**config.mk**
```make
export PLATFORM = sky130hd
export DESIGN_NAME = timestamped_pi_speed_loop
export DESIGN_NICKNAME = d
export VERILOG_FILES = /design/src/rtl/tspl_pkg.sv /design/src/rtl/tspl_ser_mul.sv /design/src/rtl/tspl_post.sv /design/src/rtl/timestamped_pi_speed_loop.sv
export VERILOG_INCLUDE_DIRS = /design/src /design/src/rtl
export SDC_FILE = /design/constraint.sdc
export NUM_CORES = 2
export LEC_CHECK = 0
export ABC_AREA = 1
export CAP_MARGIN = 5
export CORE_UTILIZATION = 55
export CTS_CLUSTER_DIAMETER = 200
export DETAILED_ROUTE_END_ITERATION = 8
export DONT_BUFFER_PORTS = 1
export MAX_ROUTING_LAYER = met4
export PLACE_DENSITY = 0.77
export SETUP_SLACK_MARGIN = 0.15
export SLEW_MARGIN = 20
export SYNTH_ARGS = -nofsm -noshare
export SYNTH_HDL_FRONTEND = slang
export SYNTH_SLANG_ARGS = --single-unit
export TNS_END_PERCENT = 10
```
**constraint.sdc**
```tcl
create_clock -name clk_i -period 12.69 [get_ports clk_i]
set_input_delay 2.538 -clock clk_i [delete_from_list [all_inputs] [get_ports clk_i]]
set_output_delay 2.538 -clock clk_i [all_outputs]
set_load 0.1 [all_outputs]
```
**src/rtl/timestamped_pi_speed_loop_assert.svh**
```systemverilog
// assertion macros for the speed loop
// expects clk_i and rst_ni in the scope of each use
`ifndef TIMESTAMPED_PI_SPEED_LOOP_ASSERT_SVH
`define TIMESTAMPED_PI_SPEED_LOOP_ASSERT_SVH

// same-cycle implication
`define TSPL_ASSERT_IMPL(label, pre, post) \
  label: assert property (@(posedge clk_i) disable iff (!rst_ni) (pre) |-> (post)) \
    else $error("speed loop check failed");

// next-cycle implication
`define TSPL_ASSERT_NEXT(label, pre, post) \
  label: assert property (@(posedge clk_i) disable iff (!rst_ni) (pre) |=> (post)) \
    else $error("speed loop check failed");

`endif

```
**src/rtl/tspl_pkg.sv**
```systemverilog
// shared types and constants for the timestamped speed pi loop
// no dependencies
package tspl_pkg;

  localparam int unsigned GAIN_W   = 24;
  localparam int unsigned LIMIT_W  = 17;
  localparam int unsigned TIME_W   = 32;
  localparam int unsigned SPEED_W  = 15;
  localparam int unsigned ERR_W    = 16;
  localparam int unsigned DT_W     = 8;
  localparam int unsigned TORQUE_W = 18;
  localparam int unsigned INC_W    = GAIN_W + DT_W + ERR_W;
  localparam int unsigned PROP_W   = GAIN_W + ERR_W;

  localparam int unsigned CFG_IDX_W  = 2;
  localparam int unsigned CFG_DATA_W = 24;

  localparam logic [CFG_IDX_W-1:0] REG_PROP_GAIN    = 2'd0;
  localparam logic [CFG_IDX_W-1:0] REG_INTEG_GAIN   = 2'd1;
  localparam logic [CFG_IDX_W-1:0] REG_TORQUE_LIMIT = 2'd2;

  localparam logic [GAIN_W-1:0]  PROP_GAIN_RST    = 24'd2013266;
  localparam logic [GAIN_W-1:0]  INTEG_GAIN_RST   = 24'd13422;
  localparam logic [LIMIT_W-1:0] TORQUE_LIMIT_RST = 17'd64000;

  localparam logic [DT_W-1:0] DT_BACKWARD_MS = 8'd10;
  localparam logic [DT_W-1:0] DT_MIN_MS      = 8'd1;
  localparam logic [DT_W-1:0] DT_MAX_MS      = 8'd200;

  typedef struct packed {
    logic start;
    logic clear;
  } tspl_post_ctl_t;

endpackage

```
**src/rtl/tspl_ser_mul.sv**
```systemverilog
// bit-serial unsigned shift-add multiplier, one multiplier bit per cycle
// no package dependencies
module tspl_ser_mul #(
  parameter int unsigned AW = 24,
  parameter int unsigned BW = 8
) (
  input  logic             clk_i,
  input  logic             rst_ni,
  input  logic             start_i,
  input  logic [AW-1:0]    a_i,
  input  logic [BW-1:0]    b_i,
  output logic             done_o,
  output logic [AW+BW-1:0] p_o
);

  localparam int unsigned CW = $clog2(BW + 1);

  logic [AW-1:0]    a_q;
  logic [AW+BW-1:0] acc_q, acc_d;
  logic [AW:0]      sum;
  logic [CW-1:0]    cnt_q;
  logic             busy_q, done_q;

  always_comb begin
    sum   = {1'b0, acc_q[AW+BW-1:BW]} + (acc_q[0] ? {1'b0, a_q} : {(AW+1){1'b0}});
    acc_d = {sum, acc_q[BW-1:1]};
  end

  always_ff @(posedge clk_i or negedge rst_ni) begin
    if (!rst_ni) begin
      busy_q <= 1'b0;
      done_q <= 1'b0;
      cnt_q  <= '0;
    end else begin
      done_q <= 1'b0;
      if (start_i) begin
        busy_q <= 1'b1;
        cnt_q  <= CW'(BW);
      end else if (busy_q) begin
        cnt_q <= cnt_q - CW'(1);
        if (cnt_q == CW'(1)) begin
          busy_q <= 1'b0;
          done_q <= 1'b1;
        end
      end
    end
  end

  always_ff @(posedge clk_i) begin
    if (start_i) begin
      a_q   <= a_i;
      acc_q <= {{AW{1'b0}}, b_i};
    end else if (busy_q) begin
      acc_q <= acc_d;
    end
  end

  assign done_o = done_q;
  assign p_o    = acc_q;

endmodule

```
**src/rtl/tspl_post.sv**
```systemverilog
// integrator update with saturation, output sum, clamp and conversion that drops 16 fractional bits
// depends on tspl_pkg
module tspl_post #(
  parameter int unsigned INTEG_WIDTH = 48
) (
  input  logic                            clk_i,
  input  logic                            rst_ni,
  input  tspl_pkg::tspl_post_ctl_t        ctl_i,
  input  logic                            neg_i,
  input  logic [tspl_pkg::INC_W-1:0]      inc_mag_i,
  input  logic [tspl_pkg::PROP_W-1:0]     prop_mag_i,
  input  logic [tspl_pkg::LIMIT_W-1:0]    limit_i,
  output logic                            done_o,
  output logic signed [tspl_pkg::TORQUE_W-1:0] res_o
);
  import tspl_pkg::*;

  localparam int unsigned IW = INTEG_WIDTH;
  localparam int unsigned SW = ((IW > INC_W + 1) ? IW : INC_W + 1) + 1;
  localparam int unsigned EW = (IW > 44) ? IW : 44;
  localparam int unsigned PW = PROP_W + 1;
  localparam int unsigned TW = 45;

  localparam logic signed [SW-1:0] IMAX   = (SW'(1) << (IW - 1)) - SW'(1);
  localparam logic signed [SW-1:0] IMIN   = -IMAX - SW'(1);
  localparam logic signed [EW-1:0] IC_MAX = EW'(1) << 42;
  localparam logic signed [EW-1:0] IC_MIN = -IC_MAX;

  logic signed [IW-1:0] integ_q, integ_d;
  logic signed [SW-1:0] sum_q, sum_d, ie, bz;
  logic signed [PW-1:0] pc_q, pc_d;
  logic signed [EW-1:0] iext, icl;
  logic signed [43:0]   ic44;
  logic signed [TW-1:0] tot_q, tot_d, lim, tc;
  logic signed [TORQUE_W-1:0] res_q;
  logic [3:0]           v_q;

  always_comb begin
    ie    = SW'(integ_q);
    bz    = signed'({{(SW - INC_W){1'b0}}, inc_mag_i});
    sum_d = neg_i ? (ie - bz) : (ie + bz);
    pc_d  = neg_i ? -signed'({1'b0, prop_mag_i}) : signed'({1'b0, prop_mag_i});

    if (sum_q > IMAX) begin
      integ_d = IMAX[IW-1:0];
    end else if (sum_q < IMIN) begin
      integ_d = IMIN[IW-1:0];
    end else begin
      integ_d = sum_q[IW-1:0];
    end

    iext = EW'(integ_q);
    if (iext > IC_MAX) begin
      icl = IC_MAX;
    end else if (iext < IC_MIN) begin
      icl = IC_MIN;
    end else begin
      icl = iext;
    end
    ic44  = icl[43:0];
    tot_d = TW'(ic44) + TW'(pc_q);

    lim = signed'({12'b0, limit_i, 16'b0});
    if (tot_q > lim) begin
      tc = lim;
    end else if (tot_q < -lim) begin
      tc = -lim;
    end else begin
      tc = tot_q;
    end
  end

  always_ff @(posedge clk_i or negedge rst_ni) begin
    if (!rst_ni) begin
      v_q     <= '0;
      integ_q <= '0;
    end else begin
      v_q <= {v_q[2:0], ctl_i.start};
      if (ctl_i.clear) begin
        integ_q <= '0;
      end else if (v_q[0]) begin
        integ_q <= integ_d;
      end
    end
  end

  always_ff @(posedge clk_i) begin
    if (ctl_i.start) begin
      sum_q <= sum_d;
      pc_q  <= pc_d;
    end
    if (v_q[1]) begin
      tot_q <= tot_d;
    end
    if (v_q[2]) begin
      res_q <= tc[33:16];
    end
  end

  assign done_o = v_q[3];
  assign res_o  = res_q;

endmodule

```
**src/rtl/timestamped_pi_speed_loop.sv**
```systemverilog
// timestamped speed pi loop, top level: control sequencer, config and stream ports
// depends on tspl_pkg, tspl_ser_mul, tspl_post and the assertion macro header
//
// channel   | dir | handshake               | payload
// s_axis    | in  | s_axis_tvalid/tready    | tuser mode, tdata time/target/measured
// m_axis    | out | m_axis_tvalid/tready    | tdata torque_demand
// cfg       | in  | cfg_valid_i/cfg_ready_o | cfg_index_i, cfg_data_i
//
// an update transaction runs from accept to result as 8 serial steps for gain times step
// time, then 16 serial steps for the error products, then a four-stage integrator and
// clamp pipeline. a start transaction goes from accept straight to the output state.
// reset is asynchronous and active low and restores the register defaults.
// a finished result waits in the output register while the next input is taken.
`include "timestamped_pi_speed_loop_assert.svh"

module timestamped_pi_speed_loop #(
  parameter int unsigned INTEG_WIDTH = 48
) (
  input  logic                               clk_i,
  input  logic                               rst_ni,
  input  logic                               s_axis_tvalid,
  output logic                               s_axis_tready,
  // [31:0] time_ms, [46:32] speed_target, [61:47] speed_measured, [63:62] zero
  input  logic [63:0]                        s_axis_tdata,
  // [0] mode
  input  logic                               s_axis_tuser,
  output logic                               m_axis_tvalid,
  input  logic                               m_axis_tready,
  // [17:0] torque_demand, [23:18] zero
  output logic [23:0]                        m_axis_tdata,
  input  logic                               cfg_valid_i,
  output logic                               cfg_ready_o,
  input  logic [tspl_pkg::CFG_IDX_W-1:0]     cfg_index_i,
  input  logic [tspl_pkg::CFG_DATA_W-1:0]    cfg_data_i
);
  import tspl_pkg::*;

  typedef enum logic [2:0] {
    S_IDLE,
    S_DT,
    S_MA,
    S_MB,
    S_POST,
    S_OUT
  } state_e;

  state_e state_q;

  logic [GAIN_W-1:0]   prop_q, igain_q;
  logic [LIMIT_W-1:0]  limit_q;

  logic [TIME_W-1:0]   time_q, last_q, diff;
  logic signed [ERR_W-1:0] err_q, err_d;
  logic [ERR_W-1:0]    err_mag;
  logic                start_q;
  logic [DT_W-1:0]     dt;
  logic signed [TORQUE_W-1:0] res_q, post_res;
  logic                out_valid_q;
  logic [TORQUE_W-1:0] out_data_q;

  logic                in_acc, out_load;
  logic                ma_start, mb_start;
  logic                ma_done, mb_done, mc_done;
  logic [GAIN_W+DT_W-1:0] prod_a;
  logic [INC_W-1:0]    prod_b;
  logic [PROP_W-1:0]   prod_c;
  tspl_post_ctl_t      post_ctl;
  logic                post_done;

  assign s_axis_tready = (state_q == S_IDLE);
  assign in_acc        = s_axis_tvalid && s_axis_tready;
  assign out_load      = (state_q == S_OUT) && (!out_valid_q || m_axis_tready);
  assign ma_start      = (state_q == S_DT);
  assign mb_start      = (state_q == S_MA) && ma_done;
  assign post_ctl.start = (state_q == S_MB) && mb_done;
  assign post_ctl.clear = in_acc && s_axis_tuser;

  assign err_d   = signed'({s_axis_tdata[46], s_axis_tdata[46:32]})
                 - signed'({s_axis_tdata[61], s_axis_tdata[61:47]});
  assign err_mag = err_q[ERR_W-1] ? ERR_W'(-err_q) : ERR_W'(err_q);

  always_comb begin
    diff = time_q - last_q;
    if (time_q < last_q) begin
      dt = DT_BACKWARD_MS;
    end else if (diff == '0) begin
      dt = DT_MIN_MS;
    end else if (diff > TIME_W'(DT_MAX_MS)) begin
      dt = DT_MAX_MS;
    end else begin
      dt = diff[DT_W-1:0];
    end
  end

  // config registers
  assign cfg_ready_o = 1'b1;

  always_ff @(posedge clk_i or negedge rst_ni) begin
    if (!rst_ni) begin
      prop_q  <= PROP_GAIN_RST;
      igain_q <= INTEG_GAIN_RST;
      limit_q <= TORQUE_LIMIT_RST;
    end else if (cfg_valid_i && cfg_ready_o) begin
      case (cfg_index_i)
        REG_PROP_GAIN:    prop_q  <= cfg_data_i[GAIN_W-1:0];
        REG_INTEG_GAIN:   igain_q <= cfg_data_i[GAIN_W-1:0];
        REG_TORQUE_LIMIT: limit_q <= cfg_data_i[LIMIT_W-1:0];
        default: ;
      endcase
    end
  end

  // sequencer
  always_ff @(posedge clk_i or negedge rst_ni) begin
    if (!rst_ni) begin
      state_q     <= S_IDLE;
      time_q      <= '0;
      last_q      <= '0;
      err_q       <= '0;
      start_q     <= 1'b0;
      res_q       <= '0;
      out_valid_q <= 1'b0;
      out_data_q  <= '0;
    end else begin
      if (out_load) begin
        out_valid_q <= 1'b1;
        out_data_q  <= res_q;
      end else if (m_axis_tready) begin
        out_valid_q <= 1'b0;
      end

      case (state_q)
        S_IDLE: begin
          if (in_acc) begin
            time_q  <= s_axis_tdata[TIME_W-1:0];
            err_q   <= err_d;
            start_q <= s_axis_tuser;
            if (s_axis_tuser) begin
              last_q  <= s_axis_tdata[TIME_W-1:0];
              res_q   <= '0;
              state_q <= S_OUT;
            end else begin
              state_q <= S_DT;
            end
          end
        end
        S_DT: begin
          last_q  <= time_q;
          state_q <= S_MA;
        end
        S_MA: begin
          if (ma_done) begin
            state_q <= S_MB;
          end
        end
        S_MB: begin
          if (mb_done) begin
            state_q <= S_POST;
          end
        end
        S_POST: begin
          if (post_done) begin
            res_q   <= post_res;
            state_q <= S_OUT;
          end
        end
        S_OUT: begin
          if (out_load) begin
            state_q <= S_IDLE;
          end
        end
        default: state_q <= S_IDLE;
      endcase
    end
  end

  assign m_axis_tvalid = out_valid_q;
  assign m_axis_tdata  = {6'b0, out_data_q};

  // integ_gain * step time
  tspl_ser_mul #(.AW(GAIN_W), .BW(DT_W)) u_mul_a (
    .clk_i   (clk_i),
    .rst_ni  (rst_ni),
    .start_i (ma_start),
    .a_i     (igain_q),
    .b_i     (dt),
    .done_o  (ma_done),
    .p_o     (prod_a)
  );

  // |error| * integ_gain * step time
  tspl_ser_mul #(.AW(GAIN_W + DT_W), .BW(ERR_W)) u_mul_b (
    .clk_i   (clk_i),
    .rst_ni  (rst_ni),
    .start_i (mb_start),
    .a_i     (prod_a),
    .b_i     (err_mag),
    .done_o  (mb_done),
    .p_o     (prod_b)
  );

  // |error| * prop_gain
  tspl_ser_mul #(.AW(GAIN_W), .BW(ERR_W)) u_mul_c (
    .clk_i   (clk_i),
    .rst_ni  (rst_ni),
    .start_i (mb_start),
    .a_i     (prop_q),
    .b_i     (err_mag),
    .done_o  (mc_done),
    .p_o     (prod_c)
  );

  tspl_post #(.INTEG_WIDTH(INTEG_WIDTH)) u_post (
    .clk_i      (clk_i),
    .rst_ni     (rst_ni),
    .ctl_i      (post_ctl),
    .neg_i      (err_q[ERR_W-1]),
    .inc_mag_i  (prod_b),
    .prop_mag_i (prod_c),
    .limit_i    (limit_q),
    .done_o     (post_done),
    .res_o      (post_res)
  );

  `TSPL_ASSERT_NEXT(a_busy_after_accept, in_acc, !s_axis_tready)
  `TSPL_ASSERT_IMPL(a_mul_lockstep, mb_done, mc_done)
  `TSPL_ASSERT_IMPL(a_post_done_in_post, post_done, state_q == S_POST)
  `TSPL_ASSERT_NEXT(a_start_gives_zero, out_load && start_q, out_data_q == '0)

endmodule

```
==> out/qor.csv <==
metric;value;unit
detail-routed via count per cell;5.55;
CTS root buffer;clkbuf_16;
Critical path origin;u_mul_b.p_o[0]$_DFFE_PP_;
worst r2r path cells;24;
initial antenna violation count;4;
CTS Buf Count;68;
WP data required;13070;ps
largest net degree at the start of global routing;257;
simple-gate area share of the yosys netlist;21.6;%
Rel. slew slack;25.4;%
Final GP Congestion;0.951;
Starting Density;55.5;%
share of the synthesized area in the top cell type;20.3;%
Tcrit/Tclk final;38.3;%
Final Hold Fails;0;
sequential area share after synthesis;40.1;%
first-pass GRT wire length;169;mm
post-synthesis compound-gate area fraction;14.8;%
syn avg cell area;7.74;µm²
Die W;273;µm
vias in the first global route;32499;
Setup WS pre-CTS;7890;ps
Setup Buffers After CTS;0;
most common cell in the synthesized netlist;nand2_1;
Yosys Warn Count;0;
CTS Hold Bufs;0;
Total Wirelength;107;mm
post-CTS resize count;0;
All-Layer GR Usage;29.3;%
Clock H-tree levels;3;
Hold Path Origin;u_mul_a.p_o[2]$_DFFE_PP_;
Via Count;34528;
fin nets;5584;
Critical Path End Type;flop;
Die Ht;273;µm
area leader, netlist;edfxtp_1;
mux cell area share after synthesis;0;%
Congestion Overflow GR;0;
DRC Markers;0;
final-report max-slew violation count;0;
hold crit path type;reg -> reg;
Cell variety after synth;70;
maximum fanout along the worst path;34;
commonest cells in the netlist;1078 x nand2_1, 829 x inv_1, 451 x o21ai_0;
largest cells by area after synthesis;edfxtp_1 20%, dfrtp_1 14%, nand2_1 10%, ha_1 8.5%, inv_1 7.7%;
dpl cells;6094;
input/output buffers;0;
row count;99;
WHS Path Cells;0;
Setup Skew;31.2;ps
Max clock buf depth;3;
Seq cells post-synth;610;
HPWL Detailed;81.9;mm
Core Util, Final;60.0;%
Adder-Cell Fraction of Synth Area;8.87;%
clock period minus worst slack;4870;ps
f_max;0.206;GHz
DRT Pass-1 Iters;5;
Crit Reg-Reg Startpoint;u_mul_b.p_o[0]$_DFFE_PP_;
Post-synth EDFFs;274;
maxcap violations;0;
CTS tree;yes;
Final WS setup;7820;ps
Sink Count;610;
main combinational cell family by area after synthesis;simple AND/OR/NAND/NOR gates;
core area;73000;µm²
Reg clk slew, reported paths;60;ps
startpoint type of the worst setup path;flop;
DR iter-0 viols;2807;
Layout Cells excl Fill;6223;
Max IR drop VDD;208;µV
sum of negative setup slack;0;ps
Worst-Margin Slew;1110;ps
asr flop ratio synth;42.0;%
share of layout cells above drive strength 1;5.46;%
Netlist Area Pre-Place;40500;µm²
clock latency at the later pin of the worst-skew pair;640;ps
setup-violating endpoint count in the final report;0;
Synth Area in XOR/XNOR;5.32;%
Ports;123;
Main synth FF type;edfxtp_1;
Final ANT Viol Nets;0;
Arr. time, crit path;5240;ps
outcome;finished, final reports clean;
drt wl/cell;17.2;µm
Gate Count Post-Synth;5236;
Static Leak;20.8;nW
RSZ-0062 raised after global routing;no;
die area;74800;µm²
PwrDens;236;nW/µm²
critical path class;reg -> reg;
Layout area overhead;8.03;%
==> where the power goes <==
group | switching [W] | internal [W]
Combinational | 0.00335 | 0.00172
Sequential | 0.000579 | 0.00264
Clock | 0.000847 | 0.00118
==> layer usage <==
layer | vias up | global-route usage [%] | routed length (µm)
met3 | 180 | 3.07 | 6260
met1 | 16107 | 38.6 | 47400
met4 | 0 | 10.5 | 3490
met5 | - | - | 0
met2 | 975 | 46.8 | 49700
li1 | 17266 | - | -
==> metrics by stage <==
step	hold slack, ps	power (W)	instance area [µm²]
after global placement	425	0.00811	41500
after floorplan	395	0.00699	40500
after CTS	426	0.0103	43800
after global routing	446	0.0111	43800
after detailed placement	428	0.00822	41500
final	429	0.0103	43800
==> final cells by class <==
class,instances,area [µm²]
fill,6517,29200
multi-input combinational,3650,20600
sequential,610,16300
inverter,849,3190
clock buffer,85,1860
tap,959,1200
clock inverter,40,445
timing repair buffer,26,195
antenna,4,10.0
==> cells in the final DEF (no fill, tap or decap), types with 13 or more instances in the layout <==
master | Yosys | routed
or2_2 | 20 | 20
inv_1 | 829 | 828
nor3_1 | 117 | 117
xor2_1 | 190 | 190
nand3b_1 | 16 | 16
dfxtp_1 | 80 | 80
xnor2_1 | 56 | 56
ha_1 | 276 | 276
nor2_1 | 448 | 446
o211ai_1 | 51 | 51
nand2_1 | 1078 | 1078
a21oi_1 | 311 | 310
clkbuf_16 | 0 | 70
nand3_1 | 180 | 179
a21o_1 | 29 | 29
nor2_2 | 19 | 18
dfstp_2 | 25 | 25
nand2_2 | 22 | 22
nor4_1 | 21 | 21
o21ai_0 | 451 | 451
inv_2 | 19 | 19
nand4_1 | 77 | 77
o21ai_1 | 13 | 13
buf_4 | 7 | 26
o21bai_1 | 30 | 30
a31oi_1 | 45 | 43
edfxtp_1 | 274 | 274
o22ai_1 | 55 | 55
dfrtp_1 | 231 | 229
clkinv_2 | 0 | 14
o21a_1 | 21 | 21
==> state kept, by name, summed over array words and instances (netlist names), 5 cells and up <==
| signal | count |
|---|---|
| err_q | 16 |
| igain_q | 24 |
| last_q | 32 |
| limit_q | 17 |
| out_data_q | 18 |
| prop_q | 24 |
| res_q | 18 |
| time_q | 32 |
| u_mul_a.a_q | 24 |
| u_mul_a.p_o | 32 |
| u_mul_b.a_q | 32 |
| u_mul_b.cnt_q | 5 |
| u_mul_b.p_o | 48 |
| u_mul_c.a_q | 24 |
| u_mul_c.cnt_q | 5 |
| u_mul_c.p_o | 40 |
| u_post.iext | 48 |
| u_post.pc_q | 41 |
| u_post.res_o | 18 |
| u_post.sum_q | 50 |
| u_post.tot_q | 45 |
==> worst max-delay path, cell delays in order (launching register included) <==
cell and delay [ps]:
edfxtp_1 370, buf_4 260, inv_2 110, ha_1 180, nand3_2 140, nor2_2 170, nand2_1 160, nor2_2 230
inv_2 90, nor3_2 180, a21oi_2 120, a21oi_4 210, o21ai_2 130, xor2_1 220, ha_1 380, nand2_1 70
inv_1 80, nand2_1 70, nor3_1 210, nand4_1 100, o21ai_0 510, a21oi_1 220, nand3b_1 230, nand3_1 90
nand2_1 70
==> path summary, 6_finish.rpt <==
check,end,slack (ps)
hold / removal,u_mul_b.a_q[2]$_DFFE_PP_,430
setup / recovery,u_post.sum_q[42]$_DFFE_PP_,7820
hold reg to reg,u_mul_b.a_q[2]$_DFFE_PP_,430
setup reg to reg,u_post.sum_q[42]$_DFFE_PP_,7820
max in group asynchronous,igain_q[0]$_DFFE_PN0P_,10250
min in group asynchronous,out_data_q[13]$_DFFE_PN0P_,1600
==> cells by family (layout without fill, tap and decap cells) <==
| logic type | count (synthesis) | count (layout) |
|---|---|---|
| and+or+nand+nor | 2046 | 2046 |
| AOI/OAI and AO/OA | 1068 | 1068 |
| buffers and inverters | 981 | 1000 |
| DFF | 610 | 610 |
| adders and majority gates | 283 | 283 |
| xor gates and xnor gates | 246 | 246 |
| other | 2 | 11 |
No activity file was read; power rests on OpenSTA's default activity.
